## config.mk

```make
export PLATFORM = sky130hd
export DESIGN_NAME = dram_open_row_latency_model_top
export DESIGN_NICKNAME = d
export VERILOG_FILES = /design/src/dorl_pkg.sv /design/src/dorl_cfg_regs.sv /design/src/dorl_addr_split.sv /design/src/dorl_bank_state.sv /design/src/dram_open_row_latency_model_top.sv
export VERILOG_INCLUDE_DIRS = /design/src /design/src/src
export SDC_FILE = /design/constraint.sdc
export NUM_CORES = 1
export LEC_CHECK = 0
export ABC_AREA = 1
export BUFFER_PORTS_ARGS = -buffer_cell sky130_fd_sc_hd__buf_2
export CORE_UTILIZATION = 59
export DETAILED_ROUTE_END_ITERATION = 6
export PLACE_DENSITY_LB_ADDON = 0.2
export SYNTH_ARGS = -nofsm -noshare
export SYNTH_HDL_FRONTEND = slang
export SYNTH_SLANG_ARGS = --single-unit
```

## constraint.sdc

```tcl
create_clock -name i_clk -period 5.7 [get_ports i_clk]
set_input_delay 0.285 -clock i_clk [delete_from_list [all_inputs] [get_ports i_clk]]
set_output_delay 0.285 -clock i_clk [all_outputs]
set_load 0.1 [all_outputs]
```

## src/assert_macros.svh

```systemverilog
// assertion macros used by the top-level rtl file
`ifndef ASSERT_MACROS_SVH
`define ASSERT_MACROS_SVH

// same-cycle implication, disabled during reset
`define ASSERT_IMPLY(label, clk, rst_n, ante, cons) \
    label: assert property (@(posedge clk) disable iff (!(rst_n)) (ante) |-> (cons)) \
        else $error("assertion failed: same-cycle implication");

// next-cycle implication, disabled during reset
`define ASSERT_NEXT(label, clk, rst_n, ante, cons) \
    label: assert property (@(posedge clk) disable iff (!(rst_n)) (ante) |=> (cons)) \
        else $error("assertion failed: next-cycle implication");

`endif

```

## src/dorl_pkg.sv

```systemverilog
// package: widths, register indexes, reset values and shared types
`timescale 1ns / 1ps

package dorl_pkg;

    localparam int ADDR_W     = 32;
    localparam int BANK_W     = 2;
    localparam int ROW_W      = 18;
    localparam int COL_W      = 10;
    localparam int TIME10_W   = 10;
    localparam int LAT_W      = 12;
    localparam int TIME_W     = 32;
    localparam int NUM_BANKS  = 4;
    localparam int CFG_IDX_W  = 2;
    localparam int CFG_DATA_W = 10;

    // register indexes
    localparam logic [CFG_IDX_W-1:0] REG_MAPPING_MODE   = 2'd0;
    localparam logic [CFG_IDX_W-1:0] REG_ACTIVATE_TIME  = 2'd1;
    localparam logic [CFG_IDX_W-1:0] REG_COLUMN_TIME    = 2'd2;
    localparam logic [CFG_IDX_W-1:0] REG_ROW_CLOSE_TIME = 2'd3;

    // mapping codes
    localparam logic MAP_ROW_INTERLEAVE   = 1'b0;
    localparam logic MAP_BLOCK_INTERLEAVE = 1'b1;

    // reset values
    localparam logic [TIME10_W-1:0] RST_ACTIVATE_TIME  = 10'd100;
    localparam logic [TIME10_W-1:0] RST_COLUMN_TIME    = 10'd50;
    localparam logic [TIME10_W-1:0] RST_ROW_CLOSE_TIME = 10'd50;

    typedef struct packed {
        logic                mapping_mode;
        logic [TIME10_W-1:0] activate_time;
        logic [TIME10_W-1:0] column_time;
        logic [TIME10_W-1:0] row_close_time;
    } t_cfg;

    typedef struct packed {
        logic [BANK_W-1:0] bank;
        logic [ROW_W-1:0]  row;
        logic [COL_W-1:0]  col;
    } t_addr_fields;

    typedef struct packed {
        logic              row_hit;
        logic [LAT_W-1:0]  latency;
        logic [TIME_W-1:0] finish_time;
    } t_timing;

endpackage

```

## src/dorl_cfg_regs.sv

```systemverilog
// configuration registers with write port
`timescale 1ns / 1ps

module dorl_cfg_regs (
    input  logic                             i_clk,
    input  logic                             i_rst_n,
    input  logic                             i_cfg_we,
    input  logic [dorl_pkg::CFG_IDX_W-1:0]   i_cfg_index,
    input  logic [dorl_pkg::CFG_DATA_W-1:0]  i_cfg_data,
    output dorl_pkg::t_cfg                   o_cfg
);

    dorl_pkg::t_cfg r_cfg;
    dorl_pkg::t_cfg n_cfg;

    // decode the write
    always_comb begin
        n_cfg = r_cfg;
        if (i_cfg_we) begin
            case (i_cfg_index)
                dorl_pkg::REG_MAPPING_MODE:   n_cfg.mapping_mode   = i_cfg_data[0];
                dorl_pkg::REG_ACTIVATE_TIME:  n_cfg.activate_time  = i_cfg_data;
                dorl_pkg::REG_COLUMN_TIME:    n_cfg.column_time    = i_cfg_data;
                dorl_pkg::REG_ROW_CLOSE_TIME: n_cfg.row_close_time = i_cfg_data;
                default:                      n_cfg = r_cfg;
            endcase
        end
    end

    always_ff @(posedge i_clk) begin
        if (!i_rst_n) begin
            r_cfg.mapping_mode   <= dorl_pkg::MAP_ROW_INTERLEAVE;
            r_cfg.activate_time  <= dorl_pkg::RST_ACTIVATE_TIME;
            r_cfg.column_time    <= dorl_pkg::RST_COLUMN_TIME;
            r_cfg.row_close_time <= dorl_pkg::RST_ROW_CLOSE_TIME;
        end else begin
            r_cfg <= n_cfg;
        end
    end

    assign o_cfg = r_cfg;

endmodule

```

## src/dorl_addr_split.sv

```systemverilog
// address split into bank, row and column
`timescale 1ns / 1ps

module dorl_addr_split (
    input  logic                          i_mapping_mode,
    input  logic [dorl_pkg::ADDR_W-1:0]   i_address,
    output dorl_pkg::t_addr_fields        o_fields
);

    always_comb begin
        if (i_mapping_mode == dorl_pkg::MAP_BLOCK_INTERLEAVE) begin
            // block interleave: column bits 6 and 7 stay zero
            o_fields.bank = i_address[7:6];
            o_fields.col  = {i_address[17:16], 2'b00, i_address[5:0]};
            o_fields.row  = i_address[27:10];
        end else begin
            // row interleave
            o_fields.bank = i_address[13:12];
            o_fields.col  = i_address[11:2];
            o_fields.row  = i_address[31:14];
        end
    end

endmodule

```

## src/dorl_bank_state.sv

```systemverilog
// per-bank open row tracking, latency and running time
`timescale 1ns / 1ps

module dorl_bank_state (
    input  logic                     i_clk,
    input  logic                     i_rst_n,
    input  logic                     i_update,
    input  dorl_pkg::t_cfg           i_cfg,
    input  dorl_pkg::t_addr_fields   i_fields,
    output dorl_pkg::t_timing        o_timing
);

    logic [dorl_pkg::NUM_BANKS-1:0] r_row_open;
    logic [dorl_pkg::ROW_W-1:0]     r_open_row [dorl_pkg::NUM_BANKS];
    logic [dorl_pkg::TIME_W-1:0]    r_global_time;
    logic [dorl_pkg::TIME_W-1:0]    n_global_time;

    logic                        w_open;
    logic                        w_hit;
    logic [dorl_pkg::LAT_W-1:0]  w_latency;

    // hit check against the selected bank
    assign w_open = r_row_open[i_fields.bank];
    assign w_hit  = w_open && (r_open_row[i_fields.bank] == i_fields.row);

    // latency: column always, activate on miss, precharge when another row was open
    always_comb begin
        w_latency = {2'b00, i_cfg.column_time};
        if (!w_hit) begin
            w_latency = w_latency + {2'b00, i_cfg.activate_time};
            if (w_open) begin
                w_latency = w_latency + {2'b00, i_cfg.row_close_time};
            end
        end
    end

    assign n_global_time = r_global_time
                         + {{(dorl_pkg::TIME_W-dorl_pkg::LAT_W){1'b0}}, w_latency};

    // open flags and time
    always_ff @(posedge i_clk) begin
        if (!i_rst_n) begin
            r_row_open    <= '0;
            r_global_time <= '0;
        end else if (i_update) begin
            r_row_open[i_fields.bank] <= 1'b1;
            r_global_time             <= n_global_time;
        end
    end

    // open row per bank, only meaningful once the bank is open
    always_ff @(posedge i_clk) begin
        if (i_update && !w_hit) begin
            r_open_row[i_fields.bank] <= i_fields.row;
        end
    end

    assign o_timing.row_hit     = w_hit;
    assign o_timing.latency     = w_latency;
    assign o_timing.finish_time = n_global_time;

endmodule

```

## src/dram_open_row_latency_model_top.sv

```systemverilog
// top level: input register, address split, bank timing, result register
// Open-row DRAM bank timing model.
// Input channel: i_valid / o_stall carry one item, a 32-bit byte address.
// Output channel: o_valid / i_stall carry one result item: bank, row, col,
// row_hit, latency and the wrapping running time after the access.
// Configuration: the user drives i_cfg_we to write i_cfg_data into register
// i_cfg_index (0 mapping mode, 1 activate time, 2 column time, 3 precharge
// time) only while no item is in flight; the block does not enforce this.
// Path: input register, then result register. Throughput: one item per
// cycle while the receiver does not stall; the bank state is updated in
// the cycle the result register loads, so each item sees the previous one.
// Stall: the input register holds one item while a result waits; o_stall
// rises only when both registers are full and the receiver stalls.
// Reset: synchronous, active low; all banks closed, time zero, registers
// at their reset values, both registers empty.
`timescale 1ns / 1ps
`include "assert_macros.svh"

module dram_open_row_latency_model_top (
    input  logic                             i_clk,
    input  logic                             i_rst_n,
    input  logic                             i_cfg_we,
    input  logic [dorl_pkg::CFG_IDX_W-1:0]   i_cfg_index,
    input  logic [dorl_pkg::CFG_DATA_W-1:0]  i_cfg_data,
    input  logic                             i_valid,
    output logic                             o_stall,
    input  logic [dorl_pkg::ADDR_W-1:0]      i_address,
    output logic                             o_valid,
    input  logic                             i_stall,
    output logic [dorl_pkg::BANK_W-1:0]      o_bank,
    output logic [dorl_pkg::ROW_W-1:0]       o_row,
    output logic [dorl_pkg::COL_W-1:0]       o_col,
    output logic                             o_row_hit,
    output logic [dorl_pkg::LAT_W-1:0]       o_latency,
    output logic [dorl_pkg::TIME_W-1:0]      o_finish_time
);

    dorl_pkg::t_cfg          w_cfg;
    dorl_pkg::t_addr_fields  w_fields;
    dorl_pkg::t_timing       w_timing;

    logic                        r_in_valid;
    logic [dorl_pkg::ADDR_W-1:0] r_in_address;
    logic                        r_out_valid;
    dorl_pkg::t_addr_fields      r_out_fields;
    dorl_pkg::t_timing           r_out_timing;

    logic w_out_blocked;
    logic w_advance;
    logic w_accept;

    // handshake control
    assign w_out_blocked = r_out_valid && i_stall;
    assign w_advance     = r_in_valid && !w_out_blocked;
    assign o_stall       = r_in_valid && w_out_blocked;
    assign w_accept      = i_valid && !o_stall;

    dorl_cfg_regs u_cfg (
        .i_clk       (i_clk),
        .i_rst_n     (i_rst_n),
        .i_cfg_we    (i_cfg_we),
        .i_cfg_index (i_cfg_index),
        .i_cfg_data  (i_cfg_data),
        .o_cfg       (w_cfg)
    );

    dorl_addr_split u_split (
        .i_mapping_mode (w_cfg.mapping_mode),
        .i_address      (r_in_address),
        .o_fields       (w_fields)
    );

    dorl_bank_state u_bank (
        .i_clk    (i_clk),
        .i_rst_n  (i_rst_n),
        .i_update (w_advance),
        .i_cfg    (w_cfg),
        .i_fields (w_fields),
        .o_timing (w_timing)
    );

    // input register valid
    always_ff @(posedge i_clk) begin
        if (!i_rst_n) begin
            r_in_valid <= 1'b0;
        end else if (w_accept) begin
            r_in_valid <= 1'b1;
        end else if (w_advance) begin
            r_in_valid <= 1'b0;
        end
    end

    // input register payload
    always_ff @(posedge i_clk) begin
        if (w_accept) begin
            r_in_address <= i_address;
        end
    end

    // result register valid
    always_ff @(posedge i_clk) begin
        if (!i_rst_n) begin
            r_out_valid <= 1'b0;
        end else if (w_advance) begin
            r_out_valid <= 1'b1;
        end else if (!i_stall) begin
            r_out_valid <= 1'b0;
        end
    end

    // result register payload
    always_ff @(posedge i_clk) begin
        if (w_advance) begin
            r_out_fields <= w_fields;
            r_out_timing <= w_timing;
        end
    end

    assign o_valid       = r_out_valid;
    assign o_bank        = r_out_fields.bank;
    assign o_row         = r_out_fields.row;
    assign o_col         = r_out_fields.col;
    assign o_row_hit     = r_out_timing.row_hit;
    assign o_latency     = r_out_timing.latency;
    assign o_finish_time = r_out_timing.finish_time;

    // a hit costs exactly the column time
    `ASSERT_IMPLY(a_hit_latency, i_clk, i_rst_n, w_advance && w_timing.row_hit,
        w_timing.latency == {2'b00, w_cfg.column_time})
    // input side stalls only behind a full, stalled result register
    `ASSERT_IMPLY(a_stall_cause, i_clk, i_rst_n, o_stall, r_in_valid && r_out_valid && i_stall)
    // an item moved forward always shows up as a result next cycle
    `ASSERT_NEXT(a_advance_shows, i_clk, i_rst_n, w_advance, r_out_valid)
    // a held item keeps its address
    `ASSERT_NEXT(a_hold_address, i_clk, i_rst_n, r_in_valid && !w_advance,
        r_in_valid && $stable(r_in_address))

endmodule
```

==> results.cfg, run 1 <==
[synthesis]
yosysUniqueCellTypes = 41
synth_xor_area_share_pct = 2.685
syn_nets = 1366
syn-cell-area_um2 = 11740
ys_seq_elements = 248
synth-adder-area-share_pct = 3.921
netlist_instances = 1282
synth-compound-area-share_pct = 7.884
synth_enable_flop_cells = 179
syn-mean-instance-area_um2 = 9.161
yosysWarnings = 0
synth_top_family_by_area = simple AND/OR/NAND/NOR gates
synth-seq-area-share_pct = 57.53
synth_top_flop_cell = edfxtp_1
synth-simple-area-share_pct = 21.47
ys_async_sr_fraction_pct = 0
synth_mux_area_share_pct = 0

[die]
die_h_um = 143.1
start_util_pct = 60.34
die_w_um = 143.1
ios = 126
core_um2 = 19460
die_area_um2 = 20470
row_count = 51

[setup_path]
r2r_start = u_cfg.o_cfg[10]$_SDFFE_PN0P_
reg2regPathDepth = 26
crit_required_ns = 6.11
endpoint = u_bank.r_global_time[26]$_SDFFE_PN0P_
r2r-end = u_bank.r_global_time[26]$_SDFFE_PN0P_
critPathLaunchType = flop
r2r_setup_slack_ns = 0.55
startpoint = u_cfg.o_cfg[10]$_SDFFE_PN0P_
cp.arrival_ns = 5.56
crit_type = flop to flop
end_kind = flop
worstPathMaxFanout = 6

[run_status]
status = complete, no violations

[place]
io_buffers = 125
gp_congestion = 0.9755
post-place-cells = 1656
hpwlAfterDp_um = 18730

[clock_tree]
clkLatencyLatePin_ns = 0.54
cts_tree = yes
clkTransAtPathRegs_ns = 0.06
htree_num_levels = 1
cts_buffers = 26
clock_sinks = 248
cts_setup_buffers = 0
clockBufferDepth = 3
root_buffer = clkbuf_16

[min_path]
hp-class = primary input to flop
hold_start = i_cfg_data[3]

[global_route]
grt_max_degree = 54
antenna_found_initial = 0
grt_overflow = 0
grt.total_usage_pct = 27.91
grt_pass1_wl_um = 44370
grt_pass1_vias = 8933

[sta]
setup_viol_count_final = 0
skew_ns = 0.01825
fmax_mhz = 194.3
tns_ns = 0
period_share_pct = 90.31
hold_violations = 0
period_needed_ns = 5.148
tightest_slew_ns = 1.165
rsz0062_at_grt = false
max_slew_margin_pct = 21.73
slew_violations = 0

[cells_and_area]
fillers = 1481
final_nets = 1538
area_delta_synth_final_pct = 17.95
layout_commonest_cell = nand2_1
fin_cells = 1739
drive_above_1_share_pct = 14.38
finalCoreUtilization_pct = 71.17
layout_common_cells = 350 x nand2_1, 179 x edfxtp_1, 134 x inv_1
diodes = 0

[routing]
drt_iter0_markers = 837
ant_nets = 0
wl_per_cell_um = 16.06
wirelength_um = 27930
vias_per_cell = 5.408
drt-pass1-iter-count = 6
remaining_drc_errors = 0
vias = 9404

[run]
cap_violations = 0

[power]
power.density_nw_per_um2 = 351.6
p_leak_nw = 6.255
vdd_ir_drop_max_v = 0.0003266
[logic make-up (layout without fill, tap and decap cells)]
family | after synthesis | after routing
compound gates | 177 | 177
xor+xnor | 36 | 36
fa+ha+maj | 35 | 35
buf+inv | 177 | 369
flops | 248 | 248
simple gates | 609 | 609
[worst min-delay path by stage]
stage	end	slack, ns	depth (start not counted)
floorplan	r_in_address[0]$_DFFE_PP_	0.38	0
global placement	u_bank.r_row_open[2]$_SDFFE_PN0P_	0.45	2
detailed placement	u_cfg.o_cfg[22]$_SDFFE_PN1P_	0.45	2
CTS	u_cfg.o_cfg[8]$_SDFFE_PN0P_	0.004	3
global route	u_cfg.o_cfg[18]$_SDFFE_PN0P_	0.02	3
finish	u_cfg.o_cfg[13]$_SDFFE_PN0P_	0.02	3
[what timing repair did]
action / in CTS / in global routing
setup endpoints to repair: 0 / 2
hold buffers: 35 / 0
resized for setup: 0 / 1
endpoints found under the hold margin: 39 / 0
[state kept, by name, indices dropped and copies added, names as in the netlist, 4 cells and up]
name                  count
o_col                    10
u_cfg.o_cfg              31
o_latency                12
r_in_address             32
o_finish_time            32
u_bank.r_global_time     32
u_bank.r_open_row        72
o_row                    18
u_bank.r_row_open         4
[cell type report]
class	instances	area, µm²	share of cell area (%)
Clock buffer	31	690.7	4.986
Clock inverter	17	178.9	1.292
Inverter	140	530.5	3.830
Multi-Input combinational cell	857	4230	30.54
Sequential cell	248	6756	48.78
Tap cell	265	331.6	2.394
Timing Repair Buffer	181	1134	8.184
[stage by stage]
stage	total power, W	cell area (µm²)	hold slack (ns)	setup WS [ns]
final	0.004871	13850	0.01911	0.5523
after detailed placement	0.003162	12630	0.4527	0.5700
after global routing	0.005053	13850	0.02201	0.01127
after floorplan	0.002939	11740	0.3839	0.5901
after global placement	0.003145	12630	0.4463	0.7196
after CTS	0.004875	13850	0.003653	0.5197
[cell usage after synthesis (3+ instances only)]
cell / n / area share, %
nand2_1: 350 / 11
edfxtp_1: 179 / 46
inv_1: 135 / 4.3
nor2_1: 128 / 4.1
o21ai_0: 98 / 4.2
nand3_1: 82 / 3.5
dfxtp_1: 69 / 12
a21oi_1: 60 / 2.6
ha_1: 32 / 3.4
xor2_1: 29 / 2.2
clkbuf_1: 14 / 0.45
nor3_1: 13 / 0.55
nand4_1: 12 / 0.64
or2_2: 10 / 0.53
buf_2: 7 / 0.30
buf_6: 7 / 0.67
xnor2_1: 7 / 0.52
buf_4: 6 / 0.38
nand2_2: 4 / 0.21
nor4_1: 4 / 0.21
o21ai_1: 4 / 0.17
o21bai_1: 4 / 0.26
a21o_1: 3 / 0.19
fa_1: 3 / 0.51
[critical path, cell delays in order, from the launching register on]
cell       delay (ns)
dfxtp_1          0.38
ha_1             0.19
inv_1            0.05
fa_1             0.40
o21ai_0          0.39
nand3_1          0.12
nand3_1          0.13
xor2_1           0.26
ha_1             0.34
nand2_1          0.11
nor2_1           0.06
o21ai_0          0.09
o2111ai_1        0.15
nand2_1          0.11
inv_1            0.04
o21ai_0          0.22
nor2_1           0.13
ha_1             0.37
nand2_1          0.11
nor2_1           0.16
nand2_1          0.06
o21ai_0          0.45
nand2_1          0.22
o21ai_0          0.20
nand2_1          0.09
o21ai_0          0.14
inv_1            0.05
[power breakdown]
part	switching, W	internal, W	leakage, nW
logic	0.000777	0.000262	3.58
clock network	0.000706	0.00101	0.432
registers	0.0000480	0.00207	2.24
[routing by layer]
layer  up-vias  global-route usage [%]  wire length, µm
met5         -                       0                0
met2       394                   45.60            12930
li1       4590                       -                -
met3        51                   5.265             2323
met1      4369                   38.08            12000
met4         0                   7.697              677
No activity file was read; power rests on OpenSTA's default activity.
==> run 2: changes to the inputs <==
PLACE_DENSITY_LB_ADDON = 0.3   (was 0.2)
==> results.cfg, run 2 (synthesized netlist as in run 1, its figures left out) <==
[sta]
fmax_mhz = 190.8
skew_ns = 0.02703
tns_ns = 0
setup_viol_count_final = 0
max_slew_margin_pct = 19.30
period_share_pct = 91.93
tightest_slew_ns = 1.209
slew_violations = 0
period_needed_ns = 5.240
worst_slack_ns = 0.4602
rsz0062_at_grt = false
hold_violations = 0

[min_path]
hold_end = u_cfg.o_cfg[7]$_SDFFE_PN0P_
worstHoldPathCells = 3
hp-class = primary input to flop
hold_start = i_cfg_data[7]

[place]
gp_congestion = 0.9388
hpwlAfterDp_um = 18500
dpl_cell_area_um2 = 12590
io_buffers = 125
place_ws_ns = 0.6014

[global_route]
grt_pass1_wl_um = 43580
antenna_found_initial = 0
grt_max_degree = 78
grt_overflow = 0
grt_pass1_vias = 8861
grt.total_usage_pct = 27.57

[cells_and_area]
layout_common_cells = 350 x nand2_1, 179 x edfxtp_1, 137 x inv_1
area_delta_synth_final_pct = 17.47
largest_register_ff_count = 72
drive_above_1_share_pct = 14.02
diodes = 0
final_nets = 1534
layout_commonest_cell = nand2_1
stdcell_area_um2 = 13800
finalCoreUtilization_pct = 70.88
largest-register = u_bank.r_open_row

[setup_path]
r2r_start = u_cfg.o_cfg[30]$_SDFFE_PN0P_
cp.arrival_ns = 5.65
reg2regPathDepth = 27
r2r-end = u_bank.r_global_time[30]$_SDFFE_PN0P_
end_kind = flop
critPathLaunchType = flop
crit_type = flop to flop
r2r_setup_slack_ns = 0.46
crit_required_ns = 6.11
worstPathMaxFanout = 38

[run]
cap_violations = 0

[clock_tree]
clkTransAtPathRegs_ns = 0.06
cts_buffers = 25
clockBufferDepth = 3
cts_tree = yes
root_buffer = clkbuf_16
clock_sinks = 248
htree_num_levels = 1
clkLatencyLatePin_ns = 0.54

[routing]
ant_nets = 0
wl_per_cell_um = 15.94
vias_per_cell = 5.429
wirelength_um = 27630
drt_iter0_markers = 938
drt-pass1-iter-count = 5
remaining_drc_errors = 0
vias = 9414

[die]
start_util_pct = 60.34
die_area_um2 = 20470
die_h_um = 143.1
core_um2 = 19460
die_w_um = 143.1
ios = 126
row_count = 51

[run_status]
status = complete, no violations

[power]
p_leak_nw = 6.224
vdd_ir_drop_max_v = 0.0002952
power.density_nw_per_um2 = 345.9
power.total_w = 0.004771
==> run 2: repair_timing <==
item	4_1_cts	5_1_grt
endpoints found under the hold margin	41	0
hold buffers	38	0
gates resized for setup	0	1
endpoints found under the setup margin	0	1
setup buffers	0	0
==> run 2: worst max path at each step <==
stage / start / end
2_1_floorplan: o_valid$_SDFFE_PN0P_ / u_bank.r_open_row[2][0]$_DFFE_PP_
3_3_place_gp: u_cfg.o_cfg[10]$_SDFFE_PN0P_ / u_bank.r_global_time[29]$_SDFFE_PN0P_
3_5_place_dp: u_cfg.o_cfg[30]$_SDFFE_PN0P_ / u_bank.r_global_time[30]$_SDFFE_PN0P_
4_1_cts: u_cfg.o_cfg[30]$_SDFFE_PN0P_ / u_bank.r_global_time[25]$_SDFFE_PN0P_
5_1_grt: u_cfg.o_cfg[30]$_SDFFE_PN0P_ / u_bank.r_global_time[30]$_SDFFE_PN0P_
6_report: u_cfg.o_cfg[30]$_SDFFE_PN0P_ / u_bank.r_global_time[30]$_SDFFE_PN0P_
==> run 2: layout make-up <==
| type | count | area, µm² |
|---|---|---|
| clock buffers | 35 | 767.0 |
| flip-flops and latches | 248 | 6756 |
| fillers | 1452 | 5667 |
| well taps | 265 | 331.6 |
| clock inverters | 11 | 61.31 |
| inverters | 140 | 530.5 |
| multi-input cells | 857 | 4230 |
| repair buffers | 178 | 1119 |
==> run 2: critical path: stages, from the launching register on <==
cell and delay [ns]:
dfxtp_1 0.65, inv_6 0.15, nand2_8 0.17, nand2_2 0.46, nand2_1 0.22, nand2_1 0.07, nand2_1 0.09, nand2_1 0.07
nand2_1 0.08, nand2_1 0.05, nor2_1 0.12, nand3_1 0.11, nor2_2 0.43, nand2_2 0.22, nand2_1 0.10, nand2_1 0.07
ha_1 0.21, fa_1 0.41, nand3_1 0.10, nand2_1 0.12, a21oi_1 0.30, o21ai_0 0.28, nand2_1 0.21, nor2_1 0.06
nand2_1 0.05, nand2_1 0.06, o21ai_0 0.15, inv_1 0.05
==> run 2: per-stage QoR <==
stage	hold WS, ns	std cells
after floorplan	0.3839	1282
after global placement	0.4457	1650
after detailed placement	0.4519	1650
after CTS	0.007277	1734
after global routing	0.01531	1734
final	0.02146	1734
==> run 2: routing by layer <==
layer	up-vias	part of all wire, %	track usage (%)	wire [µm]
met5	-	0	0	0
met4	0	2.8	9.734	778
met3	62	8.4	4.896	2316
met2	415	46	44.62	12710
met1	4360	43	37.37	11830
li1	4577	-	-	-
==> run 2: report_power, final <==
group	leakage, nW	internal, W	switching, W
Sequential	2.24	0.00207	0.0000481
Clock	0.416	0.000940	0.000684
Combinational	3.56	0.000259	0.000768
